File: src/sv/rxmon_pkg.sv
// Shared types, constants and helper functions of the CAN receive timeout monitor.
package rxmon_pkg;

	localparam int ENTRIES_DEF   = 16;
	localparam int ID_W          = 29;
	localparam int DATA_W        = 64;
	localparam int TMO_W         = 16;
	localparam int CNT_W         = 21;
	localparam int LIMIT_W       = 20;
	localparam int DLC_W         = 4;
	localparam int IDX_W         = 4;
	localparam int MAP_W         = 16;
	localparam int ACTIVE_W      = 5;
	localparam int TIMEOUT_SCALE = 10;

	localparam logic [CNT_W-1:0] COUNT_MAX = {CNT_W{1'b1}};

	// Item function codes
	localparam logic [1:0] FUNC_LOAD = 2'd0;
	localparam logic [1:0] FUNC_RECV = 2'd1;
	localparam logic [1:0] FUNC_TICK = 2'd2;
	localparam logic [1:0] FUNC_READ = 2'd3;

	typedef struct packed {
		logic [1:0]        func;
		logic [ID_W-1:0]   frame_id;
		logic [DLC_W-1:0]  byte_count;
		logic [DATA_W-1:0] payload;
		logic [IDX_W-1:0]  entry_index;
		logic [TMO_W-1:0]  timeout_units;
		logic [TMO_W-1:0]  elapsed;
	} item_t;

	typedef struct packed {
		logic              matched;
		logic [IDX_W-1:0]  match_index;
		logic [MAP_W-1:0]  timeout_map;
		logic [DATA_W-1:0] entry_data;
		logic              entry_received;
		logic              entry_timed_out;
	} result_t;

	// Identifier and timeout of one mailbox entry
	typedef struct packed {
		logic [ID_W-1:0]  id;
		logic [TMO_W-1:0] tmo;
	} id_entry_t;

	// Data bytes and elapsed counter of one mailbox entry
	typedef struct packed {
		logic [DATA_W-1:0] data;
		logic [CNT_W-1:0]  count;
	} data_entry_t;

	// Counter update of one tick: flag set on expiry, new counter value
	typedef struct packed {
		logic             expired;
		logic [CNT_W-1:0] count;
	} tick_res_t;

	// Replace the first dlc bytes of old with payload bytes; longer codes copy all 8
	function automatic logic [DATA_W-1:0] merge_bytes(
		input logic [DATA_W-1:0] old_data,
		input logic [DATA_W-1:0] new_data,
		input logic [DLC_W-1:0]  dlc
	);
		logic [DATA_W-1:0] res;
		res = old_data;
		for (int k = 0; k < DATA_W / 8; k++) begin
			if (DLC_W'(k) < dlc) begin
				res[k*8 +: 8] = new_data[k*8 +: 8];
			end
		end
		return res;
	endfunction

	// Add elapsed time, saturate, and compare against ten times the timeout
	function automatic tick_res_t tick_update(
		input logic [CNT_W-1:0] count,
		input logic [TMO_W-1:0] dt,
		input logic [TMO_W-1:0] tmo
	);
		logic [CNT_W:0]     sum;
		logic [CNT_W-1:0]   sat;
		logic [LIMIT_W-1:0] limit;
		tick_res_t          res;
		sum   = {1'b0, count} + (CNT_W + 1)'(dt);
		sat   = sum[CNT_W] ? COUNT_MAX : sum[CNT_W-1:0];
		limit = LIMIT_W'(tmo) * LIMIT_W'(TIMEOUT_SCALE);
		if (sat > CNT_W'(limit)) begin
			res.expired = 1'b1;
			res.count   = '0;
		end else begin
			res.expired = 1'b0;
			res.count   = sat;
		end
		return res;
	endfunction

endpackage

File: src/sv/rxmon_id_ram.sv
// Identifier and timeout memory: one write port, one registered read port.
module rxmon_id_ram #(
	parameter int ENTRIES = rxmon_pkg::ENTRIES_DEF,
	parameter int IW      = 4
) (
	input  logic               clk,
	input  logic               wr_en,
	input  logic [IW-1:0]      wr_addr,
	input  rxmon_pkg::id_entry_t wr_entry,
	input  logic               rd_en,
	input  logic [IW-1:0]      rd_addr,
	output rxmon_pkg::id_entry_t rd_entry
);
	import rxmon_pkg::*;

	id_entry_t mem_q [ENTRIES];
	id_entry_t rd_q;

	// Write and read the entry array
	always_ff @(posedge clk) begin
		if (wr_en) begin
			mem_q[wr_addr] <= wr_entry;
		end
		if (rd_en) begin
			rd_q <= mem_q[rd_addr];
		end
	end

	assign rd_entry = rd_q;

endmodule

File: src/sv/rxmon_data_ram.sv
// Data and elapsed counter memory with per-entry valid bits standing in for reset.
module rxmon_data_ram #(
	parameter int ENTRIES = rxmon_pkg::ENTRIES_DEF,
	parameter int IW      = 4
) (
	input  logic                   clk,
	input  logic                   arst_n,
	input  logic                   wr_en,
	input  logic [IW-1:0]          wr_addr,
	input  rxmon_pkg::data_entry_t wr_entry,
	input  logic                   rd_en,
	input  logic [IW-1:0]          rd_addr,
	output rxmon_pkg::data_entry_t rd_entry
);
	import rxmon_pkg::*;

	data_entry_t        mem_q [ENTRIES];
	data_entry_t        rd_q;
	logic [ENTRIES-1:0] vld_q;
	logic               rd_vld_q;

	// Write and read the entry array
	always_ff @(posedge clk) begin
		if (wr_en) begin
			mem_q[wr_addr] <= wr_entry;
		end
		if (rd_en) begin
			rd_q <= mem_q[rd_addr];
		end
	end

	// Mark written entries; an unwritten entry reads as zero
	always_ff @(posedge clk or negedge arst_n) begin
		if (!arst_n) begin
			vld_q    <= '0;
			rd_vld_q <= 1'b0;
		end else begin
			if (wr_en) begin
				vld_q[wr_addr] <= 1'b1;
			end
			if (rd_en) begin
				rd_vld_q <= vld_q[rd_addr];
			end
		end
	end

	assign rd_entry = rd_vld_q ? rd_q : '0;

endmodule

File: src/sv/can_rx_mailbox_timeout_monitor_top.sv
// Top level of the CAN receive mailbox table with per-entry timeout supervision.
//
// Items arrive on the item channel (item_valid / item_stall) and each gives
// exactly one result on the result channel (result_valid / result_stall).
// The cfg channel (cfg_valid / cfg_ready, always ready) writes active_entries;
// write it only while no item is in flight.
// A load writes the identifier memory at acceptance and a read item makes one
// registered read. Receive and tick walk the identifier/timeout memory and the
// data/counter memory over the active entries, one entry per cycle through
// their single read port; a receive stops at the first hit, and a tick writes
// each entry back in the cycle after its read.
// One item is worked on at a time. A new item is taken as soon as the previous
// one has its result registered, even while that result is stalled; a held
// result blocks only the completion of the next item.
// Reset clears the flags, received marks and active_entries at once; data and
// counters read as zero through per-entry valid bits, so no clearing pass runs.
// Identifiers and timeouts are undefined until loaded.
module can_rx_mailbox_timeout_monitor_top #(
	parameter int ENTRIES = rxmon_pkg::ENTRIES_DEF
) (
	input  logic                             clk,
	input  logic                             arst_n,
	input  logic                             item_valid,
	output logic                             item_stall,
	input  rxmon_pkg::item_t                 item,
	output logic                             result_valid,
	input  logic                             result_stall,
	output rxmon_pkg::result_t               result,
	input  logic                             cfg_valid,
	output logic                             cfg_ready,
	input  logic [rxmon_pkg::ACTIVE_W-1:0]   cfg_data
);
	import rxmon_pkg::*;

	localparam int IW = (ENTRIES > 1) ? $clog2(ENTRIES) : 1;
	localparam int CW = $clog2(ENTRIES + 1);

	localparam logic [1:0] ST_IDLE   = 2'd0;
	localparam logic [1:0] ST_SCAN   = 2'd1;
	localparam logic [1:0] ST_RDWAIT = 2'd2;
	localparam logic [1:0] ST_DONE   = 2'd3;

	logic [1:0]          state_q;
	item_t               item_q;
	logic [ACTIVE_W-1:0] active_q;
	logic [CW-1:0]       n_w;
	logic [CW-1:0]       ptr_q;
	logic                vld_s1;
	logic [IW-1:0]       idx_s1;
	logic [ENTRIES-1:0]  mark_q;
	logic [ENTRIES-1:0]  flag_q;
	logic                matched_q;
	logic [IDX_W-1:0]    midx_q;
	logic [DATA_W-1:0]   edata_q;
	logic                erx_q;
	logic                eto_q;
	logic                res_vld_q;
	result_t             res_q;
	logic [MAP_W-1:0]    tmap;

	logic                accept;
	logic                out_free;
	logic                issue;
	logic                hit;
	logic                tick_wr;
	logic                item_in_range;
	logic                held_in_range;

	logic                id_wr_en;
	logic [IW-1:0]       id_wr_addr;
	id_entry_t           id_wr_entry;
	logic                rd_en;
	logic [IW-1:0]       rd_addr;
	id_entry_t           id_rd;
	logic                dat_wr_en;
	data_entry_t         dat_wr_entry;
	data_entry_t         dat_rd;
	tick_res_t           tick_res;

	assign accept        = item_valid && !item_stall;
	assign item_stall    = (state_q != ST_IDLE);
	assign out_free      = !res_vld_q || !result_stall;
	assign cfg_ready     = 1'b1;
	assign item_in_range = (32'(item.entry_index) < ENTRIES);
	assign held_in_range = (32'(item_q.entry_index) < ENTRIES);

	// Clamp the active entry count to the table size
	assign n_w = (32'(active_q) > ENTRIES) ? CW'(ENTRIES) : CW'(active_q);

	// Issue one entry read per cycle while the walk has entries left
	assign issue = (state_q == ST_SCAN) && (ptr_q < n_w);
	assign hit   = vld_s1 && (item_q.func == FUNC_RECV) && (id_rd.id == item_q.frame_id);
	assign tick_wr = vld_s1 && (item_q.func == FUNC_TICK);

	// Share the read port between the walk and a read item
	always_comb begin
		rd_en   = 1'b0;
		rd_addr = ptr_q[IW-1:0];
		if (state_q == ST_IDLE) begin
			rd_en   = accept && (item.func == FUNC_READ) && item_in_range;
			rd_addr = IW'(item.entry_index);
		end else if (issue) begin
			rd_en = 1'b1;
		end
	end

	// Load writes go straight into the identifier memory at acceptance
	assign id_wr_en    = accept && (item.func == FUNC_LOAD) && item_in_range;
	assign id_wr_addr  = IW'(item.entry_index);
	assign id_wr_entry = '{id: item.frame_id, tmo: item.timeout_units};

	// Write back merged data on a hit, or on a tick the updated counter, cleared instead for a marked entry
	assign tick_res = tick_update(dat_rd.count, item_q.elapsed, id_rd.tmo);
	always_comb begin
		dat_wr_en    = hit || tick_wr;
		dat_wr_entry = dat_rd;
		if (hit) begin
			dat_wr_entry.data = merge_bytes(dat_rd.data, item_q.payload, item_q.byte_count);
		end else if (mark_q[idx_s1]) begin
			dat_wr_entry.count = '0;
		end else begin
			dat_wr_entry.count = tick_res.count;
		end
	end

	rxmon_id_ram #(
		.ENTRIES (ENTRIES),
		.IW      (IW)
	) u_id_ram (
		.clk      (clk),
		.wr_en    (id_wr_en),
		.wr_addr  (id_wr_addr),
		.wr_entry (id_wr_entry),
		.rd_en    (rd_en),
		.rd_addr  (rd_addr),
		.rd_entry (id_rd)
	);

	rxmon_data_ram #(
		.ENTRIES (ENTRIES),
		.IW      (IW)
	) u_data_ram (
		.clk      (clk),
		.arst_n   (arst_n),
		.wr_en    (dat_wr_en),
		.wr_addr  (idx_s1),
		.wr_entry (dat_wr_entry),
		.rd_en    (rd_en),
		.rd_addr  (rd_addr),
		.rd_entry (dat_rd)
	);

	// Hold the configuration register
	always_ff @(posedge clk or negedge arst_n) begin
		if (!arst_n) begin
			active_q <= '0;
		end else if (cfg_valid && cfg_ready) begin
			active_q <= cfg_data;
		end
	end

	// Capture the accepted item
	always_ff @(posedge clk) begin
		if (accept) begin
			item_q <= item;
		end
	end

	// Sequence the item and the entry walk
	always_ff @(posedge clk or negedge arst_n) begin
		if (!arst_n) begin
			state_q   <= ST_IDLE;
			ptr_q     <= '0;
			vld_s1    <= 1'b0;
			matched_q <= 1'b0;
		end else begin
			case (state_q)
				ST_IDLE: begin
					vld_s1 <= 1'b0;
					if (accept) begin
						ptr_q     <= '0;
						matched_q <= 1'b0;
						if (item.func == FUNC_LOAD) begin
							state_q <= ST_DONE;
						end else if (item.func == FUNC_READ) begin
							state_q <= ST_RDWAIT;
						end else begin
							state_q <= ST_SCAN;
						end
					end
				end
				ST_SCAN: begin
					if (issue) begin
						ptr_q <= ptr_q + CW'(1);
					end
					vld_s1 <= issue && !hit;
					if (hit) begin
						matched_q <= 1'b1;
						state_q   <= ST_DONE;
					end else if (!vld_s1 && !issue) begin
						state_q <= ST_DONE;
					end
				end
				ST_RDWAIT: begin
					state_q <= ST_DONE;
				end
				ST_DONE: begin
					if (out_free) begin
						state_q <= ST_IDLE;
					end
				end
				default: begin
					state_q <= ST_IDLE;
				end
			endcase
		end
	end

	// Register the index of the issued entry for the compare stage
	always_ff @(posedge clk) begin
		if (issue) begin
			idx_s1 <= ptr_q[IW-1:0];
		end
	end

	// Set marks on a hit; clear or expire entries on a tick
	always_ff @(posedge clk or negedge arst_n) begin
		if (!arst_n) begin
			mark_q <= '0;
			flag_q <= '0;
		end else begin
			if (hit) begin
				mark_q[idx_s1] <= 1'b1;
			end else if (tick_wr) begin
				if (mark_q[idx_s1]) begin
					mark_q[idx_s1] <= 1'b0;
					flag_q[idx_s1] <= 1'b0;
				end else if (tick_res.expired) begin
					flag_q[idx_s1] <= 1'b1;
				end
			end
		end
	end

	// Hold the per-item result fields
	always_ff @(posedge clk) begin
		if (accept) begin
			midx_q  <= '0;
			edata_q <= '0;
			erx_q   <= 1'b0;
			eto_q   <= 1'b0;
		end else begin
			if (hit) begin
				midx_q <= IDX_W'(idx_s1);
			end
			if (state_q == ST_RDWAIT && held_in_range) begin
				edata_q <= dat_rd.data;
				erx_q   <= mark_q[IW'(item_q.entry_index)];
				eto_q   <= flag_q[IW'(item_q.entry_index)];
			end
		end
	end

	// Gather the timeout flags of the first sixteen entries
	for (genvar gk = 0; gk < MAP_W; gk++) begin : g_map
		if (gk < ENTRIES) begin : g_used
			assign tmap[gk] = flag_q[gk];
		end else begin : g_unused
			assign tmap[gk] = 1'b0;
		end
	end

	// Output register: load on completion, drop when taken
	always_ff @(posedge clk or negedge arst_n) begin
		if (!arst_n) begin
			res_vld_q <= 1'b0;
		end else if (state_q == ST_DONE && out_free) begin
			res_vld_q <= 1'b1;
		end else if (!result_stall) begin
			res_vld_q <= 1'b0;
		end
	end

	always_ff @(posedge clk) begin
		if (state_q == ST_DONE && out_free) begin
			res_q.matched         <= matched_q;
			res_q.match_index     <= midx_q;
			res_q.timeout_map     <= tmap;
			res_q.entry_data      <= edata_q;
			res_q.entry_received  <= erx_q;
			res_q.entry_timed_out <= eto_q;
		end
	end

	assign result_valid = res_vld_q;
	assign result       = res_q;

	// A new result is only registered out of the completion state
	a_res_from_done: assert property (@(posedge clk) disable iff (!arst_n)
		$rose(result_valid) |-> $past(state_q == ST_DONE))
		else $error("result raised outside completion");

	// An accepted item always leaves the idle state
	a_accept_busy: assert property (@(posedge clk) disable iff (!arst_n)
		accept |=> (state_q != ST_IDLE))
		else $error("accepted item did not start");

	// The walk never runs past the active entries
	a_ptr_bound: assert property (@(posedge clk) disable iff (!arst_n)
		(state_q == ST_SCAN) |-> (ptr_q <= n_w))
		else $error("walk pointer beyond active entries");

	// A pending entry in the compare stage is always an active one
	a_s1_bound: assert property (@(posedge clk) disable iff (!arst_n)
		vld_s1 |-> (32'(idx_s1) < 32'(n_w)))
		else $error("compare stage holds inactive entry");

	// A held result is not overwritten while stalled
	a_res_hold: assert property (@(posedge clk) disable iff (!arst_n)
		(result_valid && result_stall) |=> (state_q != ST_IDLE || $stable(result)))
		else $error("stalled result changed");

endmodule
File: config.mk
export PLATFORM = sky130hd
export DESIGN_NAME = can_rx_mailbox_timeout_monitor_top
export DESIGN_NICKNAME = d
export VERILOG_FILES = /design/src/sv/rxmon_pkg.sv /design/src/sv/rxmon_id_ram.sv /design/src/sv/rxmon_data_ram.sv /design/src/sv/can_rx_mailbox_timeout_monitor_top.sv
export SDC_FILE = /design/constraint.sdc
export NUM_CORES = 2
export LEC_CHECK = 0
export BUFFER_PORTS_ARGS = -buffer_cell sky130_fd_sc_hd__buf_2
export CORE_AREA = 3 3 503 505
export CTS_CLUSTER_DIAMETER = 40
export DETAILED_ROUTE_END_ITERATION = 6
export DIE_AREA = 0 0 506 508
export HOLD_SLACK_MARGIN = 0.06
export PLACE_DENSITY_LB_ADDON = 0.15
export SKIP_CTS_REPAIR_TIMING = 1
export SYNTH_ARGS = -nofsm -noshare
export SYNTH_HDL_FRONTEND = slang
export SYNTH_SLANG_ARGS = --single-unit
File: constraint.sdc
create_clock -name clk -period 22.9 [get_ports clk]
set_input_delay 1.145 -clock clk [delete_from_list [all_inputs] [get_ports clk]]
set_output_delay 1.145 -clock clk [all_outputs]
set_load 0.01 [all_outputs]
# Word-level counts from Yosys, hierarchy flattened
# Memories as Yosys holds them, arrays and structs flattened. A register that Yosys moved wholly into a read port is not among the register bits.
# Cells that the tools add are included.
[op_classes]
addsub = 2
multipliers = 1
n_lt_le_gt_ge = 15
eq_ne = 13
muxes = 53
bitwise_logic = 7
n_reduce_logical = 31
[op_table]
columns = ["cell", "n"]
rows = [
  ["$mux W85", 1],
  ["$mux W16", 5],
  ["$mux W64", 1],
  ["$mux W8", 8],
  ["$mux W21", 3],
  ["$or A16 B16 Y16", 3],
  ["$and A16 B16 Y16", 2],
  ["$eq A29 B29 Y1", 1],
  ["$add A21 B16 Y22", 1],
  ["$mux W22", 1],
  ["$gt A21 B20 Y1", 1],
  ["$mul A16 B3 Y19 const B", 1],
  ["$bmux W1 S4", 4],
  ["$lt A3 B4 Y1 const A", 4],
  ["$not A16 Y16", 1],
  ["$lt A4 B5 Y1 const B", 3],
  ["$mux W1", 15],
  ["$mux W5", 3],
  ["$mux W2", 6],
  ["$reduce_and A3 Y1", 4],
  ["$logic_and A1 B1 Y1", 11],
  ["$pmux W5 S2", 1],
  ["$reduce_bool A2 Y1", 5],
  ["$eq A2 B2 Y1 const B", 4],
  ["other kinds (19)", 33],
]
[totals]
regBits = 344
mem_bits_rw = 2080
inputBits = 145
output_inout_bits = 90
word_cells = 151
memories = 2
[mem_list]
columns = ["name", "words", "word_bits", "rd", "rd_clocked_by_memory_dff", "wr", "line", "source"]
rows = [
  ["u_data_ram.mem_q", 16, 85, 1, 1, 1, "rxmon_data_ram.sv:17", "data_entry_t mem_q [ENTRIES];"],
  ["u_id_ram.mem_q", 16, 45, 1, 1, 1, "rxmon_id_ram.sv:16", "id_entry_t mem_q [ENTRIES];"],
]

# Logic depth before layout (Yosys ltp)
[logic_depth]
depth_word = 9
mapped_depth = 23
depth_no_buf = 18

# Cells and area by module
# From an unflattened synthesis, not the netlist that was laid out.
[unflattened]
cells_unflattened = 4454
hier_area_um2 = 98747.2
[by_module_without_submodules]
columns = ["mod", "n_inst", "cells_per_inst", "area_each_um2", "seq_area_each_um2"]
rows = [
  ["rxmon_data_ram", 1, 2124, 54897.7, 43817.0],
  ["rxmon_id_ram", 1, 1166, 28672.5, 22972.0],
  ["can_rx_mailbox_timeout_monitor_top", 1, 1164, 15177.1, 8883.5],
]

# Least setup slack after synthesis
# OpenSTA, ideal clock, no wires.
[synth_path]
path_kind = "input to register"
from = "input port result_stall"
to = "register res_q (netlist bit result[0]), enable pin"
setup_ns = 0.664
arrival_time_ns = 7.461
required_ns = 22.236
path_slack_ns = 14.775
path_stages = 1
n_path_buf = 0
cell_sequence = "a21boi_0"
[synth_between]
elab_chain_cells = 3
[synth_lines]
columns = ["item", "line", "source"]
rows = [
  ["from (decl)", "can_rx_mailbox_timeout_monitor_top.sv:27", "input logic result_stall,"],
  ["$logic_not A1 Y1", "--", ""],
  ["$logic_or A1 B1 Y1", "can_rx_mailbox_timeout_monitor_top.sv:82", "assign out_free = !res_vld_q || !result_stall;"],
  ["$logic_and A1 B1 Y1", "can_rx_mailbox_timeout_monitor_top.sv:285", "if (state_q == ST_DONE && out_free) begin"],
  ["to (decl)", "can_rx_mailbox_timeout_monitor_top.sv:58", "result_t res_q;"],
]
# No other way between the ends.
# A chain may end at the register's enable or synchronous reset.

# Worst setup path in the final report
[layout_path]
from = "register state_q[0]"
to = "register, netlist name u_data_ram.rd_q[63]"
[layout_between]
elab_chain_cells = 5
elab_cells_between_ends = 10
classes_between = "1 x eq/ne; 3 x mux; 6 x reduce/logical"
[layout_lines]
columns = ["item", "line", "source"]
rows = [
  ["from (decl)", "can_rx_mailbox_timeout_monitor_top.sv:43", "logic [1:0] state_q;"],
  ["from (signal assigned)", "can_rx_mailbox_timeout_monitor_top.sv:172", "state_q <= ST_IDLE;"],
  ["from (signal assigned)", "can_rx_mailbox_timeout_monitor_top.sv:184", "state_q <= ST_DONE;"],
  ["from (signal assigned)", "can_rx_mailbox_timeout_monitor_top.sv:186", "state_q <= ST_RDWAIT;"],
  ["$reduce_bool A2 Y1", "can_rx_mailbox_timeout_monitor_top.sv:81", "assign item_stall = (state_q != ST_IDLE);"],
  ["$logic_not A1 Y1", "can_rx_mailbox_timeout_monitor_top.sv:80", "assign accept = item_valid && !item_stall;"],
  ["$logic_and A1 B1 Y1", "can_rx_mailbox_timeout_monitor_top.sv:80", ""],
  ["$logic_and A1 B1 Y1", "can_rx_mailbox_timeout_monitor_top.sv:100", "rd_en = accept && (item.func == FUNC_READ) && item_in_range;"],
  ["$mux W1", "can_rx_mailbox_timeout_monitor_top.sv:99", "if (state_q == ST_IDLE) begin"],
]
# Parallel ways exist; a longest one is shown, timed or not.

==> results_dict.tcl <==
set metrics [dict create \
    outcome "completed" \
    place_area_um2 105000 \
    row_count 183 \
    io_buffers 233 \
    cts_tree "yes" \
    antenna_found_initial 28 \
    min_path_type "reg -> reg" \
    synthArstFlopShare_pct 2.51 \
    drtIter0Drc 4431 \
    yosys_warnings 0 \
    worstMarginPinSlew_ns 1.31 \
    drc 0 \
    dr.pass1.iters 7 \
    clk_path_buf_depth 4 \
    yosysTopAreaCell "edfxtp_1" \
    cts_buffers 392 \
    fin_skew_ns 0.0944 \
    ios 235 \
    syn_nets 5297 \
    postRouteAntennaNets 0 \
    grt_usage_pct 19.6 \
    place.gp.congestion 0.774 \
    crit_buf_inv 7 \
    use_met3_pct 3.76 \
    critPathRequiredTime_ns 23.48 \
    die_w_um 506 \
    p_leak_nw 39.7 \
    synthToLayoutAreaGrowth_pct 19.4 \
    vias 50400 \
    wl_mm 254 \
    max-slew-margin-rel_pct 12.1 \
    setup_tns_ns 0 \
    ys_seq_elements 2554 \
    synth_ff_type "edfxtp_1" \
    nNetsFinal 5773 \
    cp_max_fo 43 \
    critPathLaunchType "flip-flop" \
    synth_cell_types 75 \
    synth-edff-count 2420 \
    grt_pass1_wl_mm 369 \
    cp-end-kind "flip-flop" \
    final_cell_mix "edfxtp_1 (2420), mux4_2 (539), nand2_1 (413), clkbuf_16 (396), buf_2 (233)" \
    synthCells 5075 \
    finalSetupViolations 0 \
    rsz0062_at_grt "no" \
    clkLatencyLatePin_ns 0.91 \
    cts_htree_levels 5 \
    syn_avg_cell_area_um2 19.6 \
    grt_overflow_total 0 \
    grt_pass1_vias 52200 \
    finalCriticalPeriod_ns 7.14 \
    fp.coreArea_um2 249000 \
    hold_viol_final 0 \
    post_drt_wl_per_cell_um 27.6 \
    period_share_pct 31.2 \
    crit_chain "inv_1, ha_1, mux2i_4, buf_4, buf_4, buf_4, buf_4, buf_4, buf_4, mux4_2, and2_1, a211oi_1, a31oi_1" \
    cts_root_buf "clkbuf_16" \
    critPathSlowestCell "buf_4" \
    finalMaxSlewViolations 0 \
    initial_utilization_pct 39.9 \
    critPathKind "reg -> reg" \
    grt_max_degree 142 \
    grt_busiest_layer "met2" \
    syn_area_um2 99200 \
    arrival_ns 7.73 \
    ys_seq_area_share_pct 76.3 \
    finalInstanceArea_um2 119000 \
    synth_top_area_share_pct 73.2 \
    clkSlewWorstSetupHoldPaths_ns 0.05 \
    p_per_area_nw_per_um2 139 \
    fp.dieH_um 508 \
    crit_family "buffers and inverters" \
    path_common_cell "buf_4" \
    dieArea_um2 257000 \
    drive_above_1_share_pct 27.9 \
    max_freq_ghz 0.140 \
    peakVddDrop_mv 0.0834 \
    avgViaCountPerCell 5.47 \
    layout_commonest_cell "edfxtp_1" \
    gr-usage-met1_pct 26.9 \
    clock_sinks 2554 \
    ys_top_cells_by_area "edfxtp_1 (73%), mux4_2 (12%), dfrtp_1 (1.6%), nand2_1 (1.6%), dfxtp_1 (1.4%)" \
    grtUsageMet2_pct 32.0 \
    cap_viol_max_count 0 \
    hold_slack_ns 0.429 \
    dpl.hpwl_mm 132 \
    critPathMaxStageDelay_ns 0.80 \
]
path summary, 6_finish.rpt:
kind | start | depth (start not counted) | to | slack, ns
worst max-delay path | state_q[0]$_DFFE_PN0P_ | 13 | u_data_ram.rd_q[63]$_DFFE_PP_ | 15.76
worst min-delay path | edata_q[32]$_SDFFE_PP0N_ | 0 | result[34]$_DFFE_PP_ | 0.43
worst max register to register | state_q[0]$_DFFE_PN0P_ | 13 | u_data_ram.rd_q[63]$_DFFE_PP_ | 15.76
worst min register to register | edata_q[32]$_SDFFE_PP0N_ | 0 | result[34]$_DFFE_PP_ | 0.43
max in group asynchronous | arst_n | 2 | u_data_ram.rd_vld_q$_DFFE_PN0P_ | 21.73
min in group asynchronous | arst_n | 2 | ptr_q[4]$_DFFE_PN0P_ | 0.44
where the power goes:
part / total [mW] / switching, mW / internal (mW)
Clock: 6.12 / 2.19 / 3.94
Sequential: 6.26 / 0.227 / 6.03
Combinational: 4.07 / 2.42 / 1.65
registers in the layout, summed over array words and instances, names as in the netlist, named ones only:
register,count
edata_q,64
state_q,2
eto_q,1
u_data_ram.mem_q,1360
idx_s1,4
u_id_ram.mem_q,720
result_valid,1
u_data_ram.rd_vld_q,1
ptr_q,5
matched_q,1
active_q,5
midx_q,4
u_data_ram.rd_q,85
erx_q,1
item_q,119
u_data_ram.vld_q,16
result,87
vld_s1,1
u_id_ram.rd_entry,45
per-layer routing:
layer | wire length [um] | share of wire (%)
met3 | 14700 | 5.8
met1 | 109000 | 43
met5 | 202 | 0.079
met4 | 6330 | 2.5
met2 | 124000 | 49
area by class of cell:
| cell class | instances | area, um2 |
|---|---|---|
| Clock inverter | 279 | 3570 |
| Inverter | 26 | 97.6 |
| Timing Repair Buffer | 360 | 2210 |
| Tap cell | 3330 | 4170 |
| Antenna cell | 12 | 30.0 |
| Multi-Input combinational cell | 2217 | 22600 |
| Fill cell | 20900 | 130000 |
| Sequential cell | 2554 | 75700 |
| Clock buffer | 444 | 10200 |
Yosys cell counts (12+ instances only):
cell       count
mux4_2       539
a22o_1        18
ha_1          75
nor3_1        34
nand2_1      413
a211oi_1     136
a21oi_1       85
xnor2_1       13
dfrtp_1       64
edfxtp_1    2420
inv_1         25
nor4_1        13
nand2b_1      66
a31oi_1      133
a21o_1        12
mux2_1        18
o2bb2ai_1     12
mux2i_1       31
buf_2         72
clkbuf_1     156
buf_1         40
dfxtp_1       70
nor2_1        86
or2_2         28
o21ai_1       38
and2_1       171
o21ai_0       54
nand3_1      105
xor2_1        40
cells by family (layout without fill, tap and decap cells):
logic type	Yosys count	count (layout)	share of synthesized area, %
flip-flops	2554	2554	76.3
AO/OA/AOI/OAI	533	533	3.54
adder cells (fa/ha/maj)	77	77	0.986
AND/OR/NAND/NOR	960	960	4.65
other	1	13	0.00378
buffers and inverters	304	1109	1.29
XOR/XNOR	53	53	0.468
multiplexers	593	593	12.8
metrics by stage:
stage / cells / worst slack (ns) / total power, mW / utilization, %
final: 9222 / 15.76 / 16.5 / 47.7
after global routing: 9212 / 14.98 / 17.2 / 47.7
after CTS: 9210 / 15.47 / 16.7 / 47.6
after detailed placement: 8487 / 15.45 / 10.5 / 42.1
after global placement: 8487 / 15.48 / 10.4 / 42.1
after floorplan: 5075 / 14.77 / 9.21 / -
No activity file was read; power rests on OpenSTA's default activity.
